**config.mk**
```make
export PLATFORM = sky130hd
export DESIGN_NAME = pcvlfs_log_cell
export DESIGN_NICKNAME = d
export VERILOG_FILES = /design/src/rtl/pcvlfs_pkg.sv /design/src/rtl/pcvlfs_log_cell.sv
export SDC_FILE = /design/constraint.sdc
export NUM_CORES = 2
export LEC_CHECK = 0
export BUFFER_PORTS_ARGS = -buffer_cell sky130_fd_sc_hd__buf_4
export CORE_ASPECT_RATIO = 1.2
export CORE_MARGIN = 10
export CORE_UTILIZATION = 46
export DETAILED_ROUTE_END_ITERATION = 10
export GPL_TIMING_DRIVEN = 0
export MAX_ROUTING_LAYER = met4
export PLACE_DENSITY = 0.68
export REMOVE_ABC_BUFFERS = 1
export SYNTH_ARGS = -nofsm -noshare
export SYNTH_HDL_FRONTEND = slang
export SYNTH_SLANG_ARGS = --single-unit
```
**constraint.sdc**
```tcl
create_clock -name clk -period 4.7 [get_ports clk]
set_clock_uncertainty 0.1 [all_clocks]
set_input_delay 1.41 -clock clk [delete_from_list [all_inputs] [get_ports clk]]
set_output_delay 1.41 -clock clk [all_outputs]
set_load 0.01 [all_outputs]
```
**src/rtl/pcvlfs_pkg.sv**
```systemverilog
package pcvlfs_pkg;

    localparam int unsigned MANT_FRAC = 30;
    localparam int unsigned LIN_W     = 42;
    localparam int unsigned EXP_CELLS = 11;
    localparam int unsigned LOG_CELLS = 12;
    localparam int unsigned NORM_TOP  = 30;
    localparam int unsigned LIN_ONE   = 24;
    localparam int unsigned RANGE_MAX = 8;

    localparam logic [LIN_W-1:0] LIN_FLOOR = LIN_W'(16384);

    // 2^40 / 261.6256, rounded
    localparam logic [31:0] INV_C4 =
        32'(((64'd1 << 40) * 64'd10000 + 64'd1308128) / 64'd2616256);

    typedef logic [1:0] cfg_index_t;
    localparam cfg_index_t CFG_KNOB   = 2'd0;
    localparam cfg_index_t CFG_RANGE  = 2'd1;
    localparam cfg_index_t CFG_AMOUNT = 2'd2;
    localparam cfg_index_t CFG_ENABLE = 2'd3;

    typedef struct packed {
        logic [31:0]        m;
        logic [10:0]        frac;
        logic signed [4:0]  ip;
        logic signed [15:0] modv;
    } exp_word_t;

    typedef struct packed {
        logic [30:0] m;
        logic [11:0] bits;
        logic [5:0]  n;
    } log_word_t;

    function automatic logic [63:0] isqrt64(input logic [63:0] v_in);
        logic [63:0] v;
        logic [63:0] res;
        logic [63:0] bt;
        v   = v_in;
        res = 64'd0;
        bt  = 64'd1 << 62;
        for (int j = 0; j < 32; j++)
        begin
            if (v >= res + bt)
            begin
                v   = v - (res + bt);
                res = (res >> 1) + bt;
            end
            else
            begin
                res = res >> 1;
            end
            bt = bt >> 2;
        end
        return res;
    endfunction

    // 2^(2^b/2048) in q1.30, by repeated square roots from 2.0
    function automatic logic [30:0] exp_coef(input int unsigned b);
        logic [63:0] c;
        c = 64'd2 << MANT_FRAC;
        for (int i = 10; i >= 0; i--)
        begin
            if (i >= int'(b))
            begin
                c = isqrt64(c << MANT_FRAC);
            end
        end
        return c[30:0];
    endfunction

    function automatic logic signed [63:0] round_shift(input logic signed [63:0] v,
                                                      input int unsigned s);
        logic [63:0] mag;
        mag = v[63] ? 64'(-v) : 64'(v);
        mag = (mag + (64'd1 << (s - 1))) >> s;
        return v[63] ? -signed'(mag) : signed'(mag);
    endfunction

endpackage

```
**src/rtl/pcvlfs_log_cell.sv**
```systemverilog
module pcvlfs_log_cell #(
    parameter int unsigned BIT_IDX = 0
) (
    input  logic                  clk,
    input  logic                  rst_n,
    input  logic                  in_valid,
    output logic                  in_ready,
    input  pcvlfs_pkg::log_word_t in_word,
    output logic                  out_valid,
    input  logic                  out_ready,
    output pcvlfs_pkg::log_word_t out_word
);
    import pcvlfs_pkg::*;

    logic      valid_reg;
    log_word_t word_reg;
    log_word_t word_next;
    logic [61:0] sq;
    logic [31:0] t;

    assign in_ready  = !valid_reg || out_ready;
    assign out_valid = valid_reg;
    assign out_word  = word_reg;

    always_comb
    begin
        sq        = 62'(in_word.m) * 62'(in_word.m);
        t         = sq[61:30];
        word_next = in_word;
        word_next.bits[BIT_IDX] = t[31];
        word_next.m = t[31] ? t[31:1] : t[30:0];
    end

    always_ff @(posedge clk or negedge rst_n)
    begin
        if (!rst_n)
        begin
            valid_reg <= 1'b0;
        end
        else if (in_ready)
        begin
            valid_reg <= in_valid;
        end
    end

    always_ff @(posedge clk)
    begin
        if (in_ready && in_valid)
        begin
            word_reg <= word_next;
        end
    end

endmodule

```
# After elaboration in Yosys (flattened, before gate mapping)
# Index checks and enable logic that the tools add are counted.
# totals
ff_bits	50
in_bits	53
out_inout_bits	51
elab_cells	10
# classes
mul	1
n_mux	1
n_reduce_logical	3
# ops
cell	count
$mul A31 B31 Y62	1
$mux W30	1
$logic_and A1 B1 Y1	1
$logic_not A1 Y1	1
$logic_or A1 B1 Y1	1

# Depth between registers and ports, before layout
# depth
word_depth	3
depth_mapped	32
ltp_nobuf	27

# Worst setup path before layout
# OpenSTA, ideal clock, no wires.
# synth_path
kind	input-to-reg
startpoint	input in_word[43] (netlist bit)
endpoint	register word_reg, in the netlist out_word[21], data pin
setup_time_ns	0.259
arrival_ns	8.803
setup_slack_ns	-4.462
cell_stages	28
path_buffers	4
path_cell_list	clkbuf_1 -> clkbuf_1 -> nand2_1 -> fa_1 -> fa_1 -> inv_1 -> fa_1 -> inv_1 -> fa_1 -> inv_1 -> fa_1 -> fa_1 -> fa_1 -> inv_1 -> fa_1 -> inv_1 -> ha_1 -> clkbuf_1 -> nand4_1 -> nor3_1 -> o311ai_1 -> a21boi_2 -> o21ba_2 -> or3_1 -> buf_6 -> inv_4 -> mux2_1 -> a211o_1
# synth_rtl
item	line	source
from (decl)	pcvlfs_log_cell.sv:8	input pcvlfs_pkg::log_word_t in_word,
to (signal assigned)	pcvlfs_log_cell.sv:50	word_reg <= word_next;
to (decl)	pcvlfs_log_cell.sv:16	log_word_t word_reg;

==> impl_metrics.tcl <==
set metrics [dict create \
    fin_setup_tns_ns -132.19 \
    clk_latency_ns 0.30 \
    worst_slack_ns -4.33 \
    layout-drive-gt1-share_pct 10.8 \
    grt_overflow 0 \
    nets 4187 \
    cts.sinks 50 \
    crit_buf_inv 5 \
    synthArstFlopShare_pct 2.00 \
    reg2reg_from "out_valid" \
    r2r_slack_ns 2.98 \
    synth_ff_type "edfxtp_1" \
    grt_use_total_pct 23.9 \
    drc 0 \
    grt_pass1_wl_um 133000 \
    slew_headroom_pct 57.8 \
    ys_types 68 \
    slowest_stage "fa_1" \
    port_buffers 102 \
    postRouteAntennaNets 0 \
    cpPeakStageDelay_ns 0.57 \
    ios 104 \
    routed_wl_um 82600 \
    first_iter_violations 1324 \
    synth-edff-count 49 \
    fillers 5580 \
    arrival_ns 8.97 \
    seq_area_um2 1500 \
    dpl.hpwl_um 58700 \
    worst_pin_slew_ns 0.626 \
    grt_pass1_vias 23800 \
    post_drt_wl_per_cell_um 21.0 \
    r2r-end "out_word[21]" \
    path_max_fanout 14 \
    cp.required_ns 4.63 \
    hold_path.class "flip-flop to flip-flop" \
    hold_end "out_valid" \
    rows 100 \
    maxCapViolCount 0 \
    drtPass1Iterations 6 \
    holdPathStages 2 \
    via_per_inst 5.26 \
    finalSetupViolations 32 \
    crit_path_start_kind "primary input" \
    synth_cells 3050 \
    multi_input_area_um2 24400 \
    path_class "primary input to flip-flop" \
    design.core.area_um2 62300 \
    hp-start "out_valid" \
    rsz0062_at_grt "yes" \
    max_freq_mhz 111 \
    violations "setup timing" \
    die-area_um2 73700 \
    yosys.area.top_type_share_pct 51.5 \
    pre_cts_slack_ns -6.72 \
    outcome "finished, violations left" \
    synth.area.top_cells "fa_1, inv_1, ha_1, edfxtp_1, and2_1" \
    htreeDepth 2 \
    dieWidth_um 249 \
    synthTopCellsByCount "inv_1, fa_1, nand2_1" \
    syn_area_um2 29100 \
    areaGrowthSynthToFinish_pct 13.1 \
    start_util_pct 46.6 \
    gp_congestion 0.913 \
    crit_top_cell "fa_1" \
    ctsHoldBuffers 0 \
    synth_most_common_cell "inv_1" \
    clk_pin_slew_ns 0.07 \
    num_vias 20700 \
    cts_tree "yes" \
    synth_warnings 0 \
    path_cells "buf_16, clkinvlp_4, nor2_2, fa_1, fa_1, fa_1, inv_1, fa_1, inv_1, fa_1, fa_1, fa_1, fa_1, ha_4, and3_4, a221o_1, o21a_2, o311ai_4, a21boi_4, o31ai_4, or3_4, inv_8, mux2_4, a211o_1" \
    cts_buffers 5 \
    die_y_um 295 \
    clock_path_buffers 2 \
    antenna_found_initial 2 \
    syn_avg_cell_area_um2 9.53 \
    cts_root_buf "clkbuf_16" \
    timing.final.crit_period_ns 9.03 \
    synth_top_cell_by_area "fa_1" \
    cpLargestDelayFamily "adder cells" \
    end_kind "flip-flop" \
    hold_violations 0 \
    ff2ff_path_depth 3 \
    synth.yosys.seq_area_share_pct 5.15 \
    synth_seq_cells 50 \
    grt_max_degree 35 \
    slew_viol_final 0 \
    finalCritPeriodShare_pct 192 \
]
logic make-up (layout without fill, tap and decap cells):
logic type      after synthesis  after routing  synth area share [%]
other cells                   0              2                     0
mux                          31             31                  1.25
xor+xnor                     53             53                  1.60
fa+ha+maj                  1016           1016                  63.0
compound gates              202            202                  4.52
buf+inv                    1026           1094                  13.4
simple gates                672            673                  11.1
flops                        50             50                  5.15
sequential cells by signal, summed over array words and instances, names as in the netlist:
signal / flops
out_valid: 1
out_word: 49
worst min-delay path, stage by stage, from the launching register on:
cell      delay, ns
dfrtp_1        0.35
nand2b_1       0.10
nand2b_1       0.09
cell usage in the layout, fill, tap and decap left out, types with 49 or more instances in the layout:
master and instances:
nor2_1 54, ha_1 249, inv_1 897, edfxtp_1 49
and2_1 184, a21oi_1 60, fa_1 738, nand2_1 304
buf_4 106
layout make-up:
class	instances	share of cell area, %
multi-input cells	1975	74.2
clock inverters	3	0.0647
inverters	912	10.6
well taps	816	3.11
clock buffers	5	0.381
repair buffers	174	7.06
diodes	2	0.0152
flip-flops and latches	50	4.55
per-layer routing:
metal / track usage, % / vias to the layer above / share of wire [%] / wire (um)
li1: - / 9075 / - / -
met3: 3.07 / 215 / 6.8 / 5650
met2: 40.9 / 724 / 50 / 41200
met5: - / - / 0 / 0
met1: 28.3 / 10700 / 38 / 31600
met4: 9.66 / 0 / 5.0 / 4150
metrics by stage:
| step | cell area [um^2] | hold slack, ns | cells | util (%) |
|---|---|---|---|---|
| floorplan | 28600 | 0.522 | 2936 | - |
| global placement | 30400 | 0.421 | 3854 | 48.8 |
| detailed placement | 30400 | 0.463 | 3855 | 48.8 |
| CTS | 32700 | 0.480 | 3931 | 52.4 |
| global route | 32900 | 0.510 | 3936 | 52.7 |
| finish | 32900 | 0.476 | 3937 | 52.7 |
what timing repair did:
item / CTS / global route
buffers inserted: 52 / 5
endpoints found under the hold margin: 0 / 0
pin swaps: 81 / 16
gates resized for setup: 249 / 33
cloned: 16 / 1
setup endpoints to repair: 32 / 32
worst max-delay path by stage:
stage | from | endpoint | slack [ns] | depth (start not counted)
5_1_grt | in_word[32] | out_word[21] | -4.48 | 24
3_3_place_gp | in_word[33] | out_word[21] | -6.78 | 24
6_report | in_word[32] | out_word[21] | -4.33 | 24
3_5_place_dp | in_word[33] | out_word[21] | -6.72 | 24
2_1_floorplan | in_word[33] | out_word[21] | -4.55 | 23
4_1_cts | in_word[26] | out_word[21] | -4.23 | 28
Power is not shown: default switching activity piles up to over one toggle a cycle in this logic, so the estimate is an artifact.
