`src/rtl/pcvlfs_pkg.sv`:
```
package pcvlfs_pkg;

    localparam int unsigned MANT_FRAC = 30;
    localparam int unsigned LIN_W     = 42;
    localparam int unsigned EXP_CELLS = 11;
    localparam int unsigned LOG_CELLS = 12;
    localparam int unsigned NORM_TOP  = 30;
    localparam int unsigned LIN_ONE   = 24;
    localparam int unsigned RANGE_MAX = 8;

    localparam logic [LIN_W-1:0] LIN_FLOOR = LIN_W'(16384);

    // 2^40 / 261.6256, rounded
    localparam logic [31:0] INV_C4 =
        32'(((64'd1 << 40) * 64'd10000 + 64'd1308128) / 64'd2616256);

    typedef logic [1:0] cfg_index_t;
    localparam cfg_index_t CFG_KNOB   = 2'd0;
    localparam cfg_index_t CFG_RANGE  = 2'd1;
    localparam cfg_index_t CFG_AMOUNT = 2'd2;
    localparam cfg_index_t CFG_ENABLE = 2'd3;

    typedef struct packed {
        logic [31:0]        m;
        logic [10:0]        frac;
        logic signed [4:0]  ip;
        logic signed [15:0] modv;
    } exp_word_t;

    typedef struct packed {
        logic [30:0] m;
        logic [11:0] bits;
        logic [5:0]  n;
    } log_word_t;

    function automatic logic [63:0] isqrt64(input logic [63:0] v_in);
        logic [63:0] v;
        logic [63:0] res;
        logic [63:0] bt;
        v   = v_in;
        res = 64'd0;
        bt  = 64'd1 << 62;
        for (int j = 0; j < 32; j++)
        begin
            if (v >= res + bt)
            begin
                v   = v - (res + bt);
                res = (res >> 1) + bt;
            end
            else
            begin
                res = res >> 1;
            end
            bt = bt >> 2;
        end
        return res;
    endfunction

    // 2^(2^b/2048) in q1.30, by repeated square roots from 2.0
    function automatic logic [30:0] exp_coef(input int unsigned b);
        logic [63:0] c;
        c = 64'd2 << MANT_FRAC;
        for (int i = 10; i >= 0; i--)
        begin
            if (i >= int'(b))
            begin
                c = isqrt64(c << MANT_FRAC);
            end
        end
        return c[30:0];
    endfunction

    function automatic logic signed [63:0] round_shift(input logic signed [63:0] v,
                                                      input int unsigned s);
        logic [63:0] mag;
        mag = v[63] ? 64'(-v) : 64'(v);
        mag = (mag + (64'd1 << (s - 1))) >> s;
        return v[63] ? -signed'(mag) : signed'(mag);
    endfunction

endpackage

```
`src/rtl/pcvlfs_exp_cell.sv`:
```
module pcvlfs_exp_cell #(
    parameter int unsigned BIT_IDX = 0
) (
    input  logic                  clk,
    input  logic                  rst_n,
    input  logic                  in_valid,
    output logic                  in_ready,
    input  pcvlfs_pkg::exp_word_t in_word,
    output logic                  out_valid,
    input  logic                  out_ready,
    output pcvlfs_pkg::exp_word_t out_word
);
    import pcvlfs_pkg::*;

    localparam logic [30:0] COEF = exp_coef(BIT_IDX);

    logic      valid_reg;
    exp_word_t word_reg;
    exp_word_t word_next;
    logic [62:0] prod;

    assign in_ready  = !valid_reg || out_ready;
    assign out_valid = valid_reg;
    assign out_word  = word_reg;

    always_comb
    begin
        prod      = 63'(in_word.m) * 63'(COEF) + (63'd1 << 29);
        word_next = in_word;
        if (in_word.frac[BIT_IDX])
        begin
            word_next.m = prod[61:30];
        end
    end

    always_ff @(posedge clk or negedge rst_n)
    begin
        if (!rst_n)
        begin
            valid_reg <= 1'b0;
        end
        else if (in_ready)
        begin
            valid_reg <= in_valid;
        end
    end

    always_ff @(posedge clk)
    begin
        if (in_ready && in_valid)
        begin
            word_reg <= word_next;
        end
    end

endmodule

```
`config.mk`:
```
export PLATFORM = sky130hd
export DESIGN_NAME = pcvlfs_exp_cell
export DESIGN_NICKNAME = d
export VERILOG_FILES = /design/src/rtl/pcvlfs_pkg.sv /design/src/rtl/pcvlfs_exp_cell.sv
export SDC_FILE = /design/constraint.sdc
export NUM_CORES = 1
export LEC_CHECK = 0
export ABC_AREA = 1
export BUFFER_PORTS_ARGS = -buffer_cell sky130_fd_sc_hd__buf_2
export CORE_UTILIZATION = 43
export DETAILED_ROUTE_END_ITERATION = 8
export PLACE_DENSITY = 0.69
export SLEW_MARGIN = 20
export SYNTH_ARGS = -nofsm -noshare
export SYNTH_HDL_FRONTEND = slang
export SYNTH_SLANG_ARGS = --single-unit
```
`constraint.sdc`:
```
create_clock -name clk -period 12.08 [get_ports clk]
set_input_delay 1.208 -clock clk [delete_from_list [all_inputs] [get_ports clk]]
set_output_delay 1.208 -clock clk [all_outputs]
set_load 0.005 [all_outputs]
```
# [Word level (Yosys, flattened, before mapping)]
# Cells that the tools add are included.
[word_totals] inputBits=68 mem_bits_rw=0 elab_cells=11 mem_count=0 latch_bits=0 ff_bits=65 out_inout_bits=66 romBits=0
[op_classes] bitwise=0 shift=0 reduce_logical=3 n_addsub=1 multipliers=1 n_eq_ne=0 div_mod_pow=0 order_cmp=0 mux=1
[op_table] cell="62-bit by 30-bit adder with 62-bit output (second input constant)" count=1
[op_table] cell="32-bit by 31-bit multiplier with 62-bit output (second input constant)" count=1
[op_table] cell="32-bit two-way mux" count=1
[op_table] cell="1-bit logical AND" count=1
[op_table] cell="1-bit logical NOT" count=1
[op_table] cell="1-bit logical OR" count=1

# [Depth between registers and ports, before layout]
# Gate-level depths: netlist (run 1).
[logic_depth] word_depth=3 mapped_depth=30 ltp_nobuf=30

# [Worst setup path before layout (run 1)]
# No wires, ideal clock.
[synth_timing] path_type="input to register" startpoint="input port in_word[57] (netlist bit)" endpoint="register word_reg, in the netlist out_word[55], data pin" path_stages=24 path_buffers=0 slack_ns=5.528 t_arrival_ns=6.299 path_cell_list="fa_1 ha_1 fa_1 inv_1 fa_1 inv_1 fa_1 inv_1 fa_1 inv_1 fa_1 inv_1 fa_1 inv_1 ha_1 nand2_1 nor2_2 nand2_1 nor4_1 nand2_1 nand2_1 nand2_1 nand3_1 nand2_1"
[synth_lines] item="start: declaration" line="pcvlfs_exp_cell.sv:8" text="input pcvlfs_pkg::exp_word_t in_word,"
[synth_lines] item="end signal: assignment" line="pcvlfs_exp_cell.sv:52" text="word_reg <= word_next;"
[synth_lines] item="end: declaration" line="pcvlfs_exp_cell.sv:18" text="exp_word_t word_reg;"

==> results of run 1 <==
[routing by layer]
metal  global-route usage, %  vias up
met3                    1.99       68
li1                        -     6510
met5                       0        -
met4                    7.41        0
met2                    43.7      480
met1                    34.3     6726
[final timing paths]
check	start	endpoint	slack, ns	cells after the start
worst min register to register	out_valid	out_valid	0.59	2
min in group asynchronous	rst_n	out_valid	0.65	1
max in group asynchronous	rst_n	out_valid	11.35	1
worst max-delay path	in_word[57]	out_word[33]	4.72	21
worst min-delay path	out_valid	out_valid	0.59	2
worst max register to register	out_valid	out_word[13]	10.47	2
[sequential cells by signal, summed over array words and instances, names as in the netlist]
register	cells
out_word	64
out_valid	1
[critical path, cell delays in order]
cell                      delay [ns]
sky130_fd_sc_hd__buf_2          0.44
sky130_fd_sc_hd__ha_1           0.35
sky130_fd_sc_hd__fa_1           0.43
sky130_fd_sc_hd__fa_1           0.58
sky130_fd_sc_hd__inv_1          0.09
sky130_fd_sc_hd__fa_1           0.53
sky130_fd_sc_hd__inv_1          0.05
sky130_fd_sc_hd__fa_1           0.48
sky130_fd_sc_hd__fa_1           0.48
sky130_fd_sc_hd__fa_1           0.54
sky130_fd_sc_hd__fa_1           0.42
sky130_fd_sc_hd__ha_1           0.35
sky130_fd_sc_hd__nand2_1        0.09
sky130_fd_sc_hd__nand2_1        0.05
sky130_fd_sc_hd__inv_1          0.11
sky130_fd_sc_hd__o21ai_0        0.20
sky130_fd_sc_hd__a21oi_1        0.28
sky130_fd_sc_hd__nand3_1        0.18
sky130_fd_sc_hd__or2_2          0.31
sky130_fd_sc_hd__nand3_1        0.14
sky130_fd_sc_hd__nand2_1        0.10
[cell type report]
type                       count  share of cell area, %
inverter                     552                   10.8
timing repair buffer         135                   3.56
clock inverter                 5                  0.249
sequential                    65                   10.2
tap                          525                   3.44
multi-input combinational   1389                   70.5
clock buffer                  10                   1.20
[placed cells by master (no fill, tap or decap), types with 2 or more instances in the layout]
cell type	instances
sky130_fd_sc_hd__a21o_1	3
sky130_fd_sc_hd__a21oi_1	65
sky130_fd_sc_hd__buf_2	133
sky130_fd_sc_hd__buf_4	2
sky130_fd_sc_hd__clkbuf_16	9
sky130_fd_sc_hd__clkinv_1	2
sky130_fd_sc_hd__clkinv_2	2
sky130_fd_sc_hd__edfxtp_1	64
sky130_fd_sc_hd__fa_1	274
sky130_fd_sc_hd__ha_1	377
sky130_fd_sc_hd__inv_1	551
sky130_fd_sc_hd__nand2_1	363
sky130_fd_sc_hd__nand2_2	6
sky130_fd_sc_hd__nand3_1	73
sky130_fd_sc_hd__nand3b_1	8
sky130_fd_sc_hd__nand4_1	18
sky130_fd_sc_hd__nor2_1	107
sky130_fd_sc_hd__nor2_2	8
sky130_fd_sc_hd__nor3_1	11
sky130_fd_sc_hd__nor3_2	2
sky130_fd_sc_hd__nor4_1	3
sky130_fd_sc_hd__o21ai_0	45
sky130_fd_sc_hd__o21ai_1	2
sky130_fd_sc_hd__o21bai_1	10
[logic make-up after synthesis]
logic type | after synthesis | share of synthesized area [%]
adders and majority gates | 651 | 58.2
and+or+nand+nor | 605 | 14.5
buffers and inverters | 559 | 12.0
AOI/OAI and AO/OA | 131 | 4.00
DFF | 65 | 11.1
xor gates and xnor gates | 2 | 0.100
[per-stage QoR]
stage                     utilization, %  hold slack [ns]  instances
after global placement              47.2            0.555       2666
after global routing                47.9            0.617       2681
after floorplan                        -            0.528       2013
final                               47.9            0.591       2681
after detailed placement            47.2            0.591       2666
after CTS                           47.9            0.603       2681
==> results.rst, run 1 <==
.. list-table::
   :header-rows: 1

   * - Metric
     - Value
   * - Clock input transition at the sequential cells of the worst setup and hold paths
     - 0.05 ns
   * - Crit-path max FO
     - 16
   * - Seq cells post-synth
     - between 60 and 70
   * - Average cell area after synthesis
     - 8.70 um^2
   * - Final worst path period share
     - 60.9%
   * - Number of nets in the layout
     - around 2900
   * - Area used by multi-input combinational logic
     - 13500 um^2
   * - Routed via count
     - between 10000 and 15000
   * - Worst-case setup slack after placement
     - 4.47 ns
   * - Category of the most critical setup path
     - in -> reg
   * - EDFF count, synth
     - 64
   * - Shortest period the worst path allows
     - 7.36 ns
   * - Pin count of the biggest net entering global routing
     - between 60 and 70
   * - Total GRT Usage
     - 25.5%
   * - Most common flop cell mapped by yosys
     - sky130_fd_sc_hd__edfxtp_1
   * - Maximum clock skew at final layout
     - 0.0119 ns
   * - Post-Syn Instances
     - 2013
   * - Cell types occupying the most area after synthesis
     - sky130_fd_sc_hd__fa_1 31%, sky130_fd_sc_hd__ha_1 27%, sky130_fd_sc_hd__inv_1 12%, sky130_fd_sc_hd__edfxtp_1 11%, sky130_fd_sc_hd__nand2_1 7.8%
   * - Slew at the pin closest to its max-slew limit
     - 0.890 ns
   * - Antenna violations before repair
     - 0
   * - Overall die width
     - 204 um
   * - Post-CTS Hold Buffers
     - 0
   * - Final routed wirelength across all metal layers
     - 51200 um
   * - CTS HTree Levels
     - 3
   * - Starting utilization of the core area
     - 43.9%
   * - Remaining Overflow, GRT
     - 0
   * - Unrepaired setup endpoints after global routing
     - false
   * - TNS Setup
     - 0 ns
   * - DRC Markers
     - 0
   * - Routed wl met2
     - 24200 um
   * - Number of buffers created by CTS
     - 9
   * - Die Footprint
     - 41500 um^2
   * - Routed wl met3
     - between 3000 and 4000 um
   * - Floorplan row count
     - between 70 and 80
   * - FMAX
     - 136 MHz
   * - Normalized max-slew margin
     - 40.6%
   * - Count of port buffers added during placement
     - 133
   * - Number of filler cells placed in the layout
     - 3824
   * - Standard cell area after detailed placement
     - 18800 um^2
   * - Post-CTS sizing
     - 0
   * - Area overhead of the layout relative to synthesis
     - 9.10%
   * - Boundary pin count
     - between 100 and 150
   * - DR iter-0 viols
     - 1020
   * - Crit start category
     - primary input
   * - Biggest area consumer among synthesized cells
     - sky130_fd_sc_hd__fa_1
   * - Final setup slack of the worst path
     - around 4.7 ns
   * - CTS tree
     - done
   * - Worst-Skew Late Latency
     - 0.33 ns
   * - Proportion of synthesized flip-flops having asynchronous set or reset
     - 1.54%
   * - Worst EP arrival
     - 7.42 ns
   * - Final setup violation count
     - 0
   * - DP HPWL
     - 43300 um
   * - Vertical extent of the die
     - ~200 um
   * - Count of clock tree sinks
     - between 60 and 70
   * - Detail Route Antenna Nets
     - 0
   * - Top-count cell post-synth
     - sky130_fd_sc_hd__inv_1
   * - Final cell area excluding filler cells
     - roughly 19000 um^2
   * - Sequential cell area fraction in the yosys report
     - roughly 11%
   * - Post-CTS Setup Repair Bufs
     - 0
   * - Fraction of layout cells with a size suffix above 1
     - about 7.9%
   * - Core region area
     - 39900 um^2
   * - First-pass detailed-route iteration total
     - 5
   * - Count of inserted antenna diode cells
     - 0
   * - Seq. cell area
     - roughly 1900 um^2
   * - Syn_nets
     - 2732
   * - Number of unique standard cell types used by synthesis
     - 36
   * - Number of hold violations in the final report
     - 0
   * - Bufs on Longest Clock Path
     - 2
   * - Max layer used
     - met4
   * - Number of max-cap violations
     - 0
   * - Via-per-instance ratio
     - 5.14
   * - Synthesis Warnings
     - 0
   * - Final Max Tran Viols
     - 0
   * - Wire per inst
     - 19.1 um
   * - Global placement routability congestion
     - between 0.9 and 1
   * - Number of global-route vias before repair
     - roughly 14000
   * - Most common library cells after synthesis
     - 551 x sky130_fd_sc_hd__inv_1, 377 x sky130_fd_sc_hd__ha_1, 363 x sky130_fd_sc_hd__nand2_1
   * - Root cell of the clock tree
     - sky130_fd_sc_hd__clkbuf_16
   * - Kind of end point of the critical path
     - register
   * - Top cell type's share of synthesized area
     - 31.3%
   * - Mapped Area
     - 17500 um^2
   * - Run status
     - finished, final reports clean
   * - Type of the most critical hold path
     - reg -> reg
   * - Data required time at the worst endpoint
     - 12.14 ns
   * - Wire length on met1
     - 22500 um
   * - First-pass GRT wire length
     - 79800 um
Power of run 1 is not shown: default switching activity piles up to over one toggle a cycle in this logic, so the estimate is an artifact.
==> run 2: changes to the inputs <==
--- a/config.mk
+++ b/config.mk
@@ -9,7 +9,7 @@
 export BUFFER_PORTS_ARGS = -buffer_cell sky130_fd_sc_hd__buf_2
 export CORE_UTILIZATION = 43
 export DETAILED_ROUTE_END_ITERATION = 8
-export PLACE_DENSITY = 0.69
+export PLACE_DENSITY = 0.72
 export SLEW_MARGIN = 20
 export SYNTH_ARGS = -nofsm -noshare
 export SYNTH_HDL_FRONTEND = slang
==> constraint.sdc (replaced) <==
create_clock -name clk -period 6.34 [get_ports clk]
set_input_delay 0.634 -clock clk [delete_from_list [all_inputs] [get_ports clk]]
set_output_delay 0.634 -clock clk [all_outputs]
set_load 0.005 [all_outputs]
==> run 2 against run 1 <==
Cell area rose by 10%. Critical endpoint is now out_word[52]. First-iteration DRC count shrank 16%. Critical path type unchanged. Non-clock buffer count increased by 160. Clock-buffer cell count decreased by 1. Clock skew decreased by 0.0011 ns. Core utilization rose by 4.8 points. Via count increased by 4.9%. Worst hold slack lost 0.53 ns. Register-to-register slack worse by 5.8 ns. Routed wire length increased by 3.9%. Setup slack lost 4.6 ns.
==> results.rst, run 2 (synthesis results as in run 1) <==
.. list-table::
   :header-rows: 1

   * - Metric
     - Value
   * - Run status
     - finished, final reports clean
   * - Crit start category
     - primary input
   * - Number of max-cap violations
     - 0
   * - R2R Setup Slk
     - roughly 4.7 ns
   * - Cell Count, Final, Fillers Out
     - 2842
   * - Normalized max-slew margin
     - 46.4%
   * - Count of port buffers added during placement
     - 133
   * - Final Max Tran Viols
     - 0
   * - Final worst path period share
     - 97.4%
   * - Number of buffers created by CTS
     - 9
   * - TNS Setup
     - 0 ns
   * - Antenna violations before repair
     - 1
   * - Data required time at the worst endpoint
     - roughly 6.4 ns
   * - Capture instance of the worst register-to-register path
     - out_word[16]
   * - Count of clock tree sinks
     - 65
   * - CTS HTree Levels
     - 3
   * - Fraction of layout cells with a size suffix above 1
     - 19.7%
   * - Worst-Skew Late Latency
     - 0.35 ns
   * - Count of inserted antenna diode cells
     - 0
   * - DP HPWL
     - 47500 um
   * - FMAX
     - about 160 MHz
   * - Boundary pin count
     - about 130
   * - Total GRT Usage
     - about a quarter
   * - Bufs on Longest Clock Path
     - 2
   * - Slew at the pin closest to its max-slew limit
     - 0.804 ns
   * - Placed cells
     - 2823
   * - CTS tree
     - done
   * - Area overhead of the layout relative to synthesis
     - 20.0%
   * - Reg-to-reg startpoint
     - out_valid
   * - Maximum clock skew at final layout
     - roughly 0.011 ns
   * - Worst EP arrival
     - roughly 6.3 ns
   * - Core region area
     - 39900 um^2
   * - Most frequent standard cell in the layout excluding fill and tap cells
     - sky130_fd_sc_hd__inv_1
   * - Worst Reg2Reg Path Length in Cells
     - 2
   * - Global placement routability congestion
     - 0.978
   * - Number of global-route vias before repair
     - 15300
   * - Root cell of the clock tree
     - sky130_fd_sc_hd__clkbuf_16
   * - Routed via count
     - about 14000
   * - Category of the most critical setup path
     - in -> reg
   * - Number of hold violations in the final report
     - 0
   * - Flip-flop count of the largest register after layout
     - 64
   * - Die Footprint
     - 41500 um^2
   * - Overall die width
     - 204 um
   * - Shortest period the worst path allows
     - roughly 6.2 ns
   * - Most frequent cells in the layout
     - 551 x sky130_fd_sc_hd__inv_1, 352 x sky130_fd_sc_hd__ha_1, 335 x sky130_fd_sc_hd__nand2_1
   * - Worst hold slack
     - 0.0639 ns
   * - First-pass detailed-route iteration total
     - 5
   * - Remaining Overflow, GRT
     - 0
   * - Unrepaired setup endpoints after global routing
     - true
   * - First-pass GRT wire length
     - 83200 um
   * - Wire per inst
     - 18.7 um
   * - Crit-path max FO
     - 5
   * - Vertical extent of the die
     - 204 um
   * - Number of nets in the layout
     - 3031
   * - Clock input transition at the sequential cells of the worst setup and hold paths
     - 0.06 ns
   * - DR iter-0 viols
     - roughly 850
   * - Starting utilization of the core area
     - 43.9%
   * - Kind of end point of the critical path
     - register
   * - Final setup violation count
     - 0
   * - Via-per-instance ratio
     - 5.09
   * - Pin count of the biggest net entering global routing
     - 65
   * - Detail Route Antenna Nets
     - 0
   * - Type of the most critical hold path
     - in -> async
   * - Floorplan row count
     - 73
   * - Final routed wirelength across all metal layers
     - 53200 um
   * - DRC Markers
     - 0
==> run 2: what timing repair did <==
| action | 4_1_cts | 5_1_grt |
|---|---|---|
| hold endpoints to repair | 0 | 0 |
| gates resized for setup | 2 | 165 |
| pin swaps | 0 | 26 |
| hold buffers | 0 | 0 |
| endpoints found under the setup margin | 3 | 32 |
| buffers inserted | 0 | 3 |
==> run 2: through the flow <==
step / setup slack (ns) / utilization [%] / cell area (um^2)
floorplan: 0.362 / - / 17500
global placement: -0.464 / 50.1 / 20000
detailed placement: -0.469 / 50.1 / 20000
CTS: -0.00178 / 51.0 / 20300
global route: -0.0188 / 52.7 / 21000
finish: 0.167 / 52.7 / 21000
==> run 2: layer usage <==
| layer | share of wire, % | global-route usage (%) | vias up |
|---|---|---|---|
| met1 | 42 | 33.7 | 7137 |
| met2 | 50 | 46.9 | 416 |
| li1 | - | - | 6831 |
| met3 | 5.8 | 3.22 | 71 |
| met5 | 0.024 | 0 | - |
| met4 | 2.4 | 6.93 | 2 |
==> run 2: worst max path at each step <==
stage | from | endpoint | slack [ns]
floorplan | in_word[57] | out_word[55] | 0.36
global placement | in_word[57] | out_word[51] | -0.46
detailed placement | in_word[57] | out_word[51] | -0.47
CTS | in_word[57] | out_word[51] | -0.002
global route | in_word[39] | out_word[44] | -0.02
finish | in_word[57] | out_word[52] | 0.17
==> run 2: final cells by class <==
| class | instances | area, um^2 |
|---|---|---|
| repair buffers | 295 | 1920 |
| well taps | 525 | 657 |
| multi-input cells | 1389 | 14100 |
| clock buffers | 9 | 225 |
| clock inverters | 7 | 101 |
| flip-flops and latches | 65 | 1950 |
| inverters | 552 | 2070 |
| fillers | 3621 | 18900 |
==> run 2: worst max-delay path, cell delays in order <==
cell and delay [ns]:
sky130_fd_sc_hd__buf_4 0.15, sky130_fd_sc_hd__fa_1 0.43, sky130_fd_sc_hd__ha_1 0.30, sky130_fd_sc_hd__fa_1 0.52
sky130_fd_sc_hd__inv_1 0.06, sky130_fd_sc_hd__fa_1 0.50, sky130_fd_sc_hd__inv_1 0.05, sky130_fd_sc_hd__fa_1 0.50
sky130_fd_sc_hd__inv_1 0.05, sky130_fd_sc_hd__fa_1 0.53, sky130_fd_sc_hd__inv_1 0.05, sky130_fd_sc_hd__fa_1 0.47
sky130_fd_sc_hd__inv_1 0.05, sky130_fd_sc_hd__fa_1 0.48, sky130_fd_sc_hd__inv_1 0.07, sky130_fd_sc_hd__ha_4 0.30
sky130_fd_sc_hd__nand2_1 0.11, sky130_fd_sc_hd__nor2_2 0.17, sky130_fd_sc_hd__inv_1 0.09, sky130_fd_sc_hd__nor2_4 0.13
sky130_fd_sc_hd__nand2_1 0.08, sky130_fd_sc_hd__nor2_2 0.13, sky130_fd_sc_hd__nand2_2 0.10, sky130_fd_sc_hd__nand3_1 0.10
sky130_fd_sc_hd__nand2_1 0.06, sky130_fd_sc_hd__nand3_1 0.08, sky130_fd_sc_hd__nand2_1 0.06
Power of run 2 is left out for the same reason.
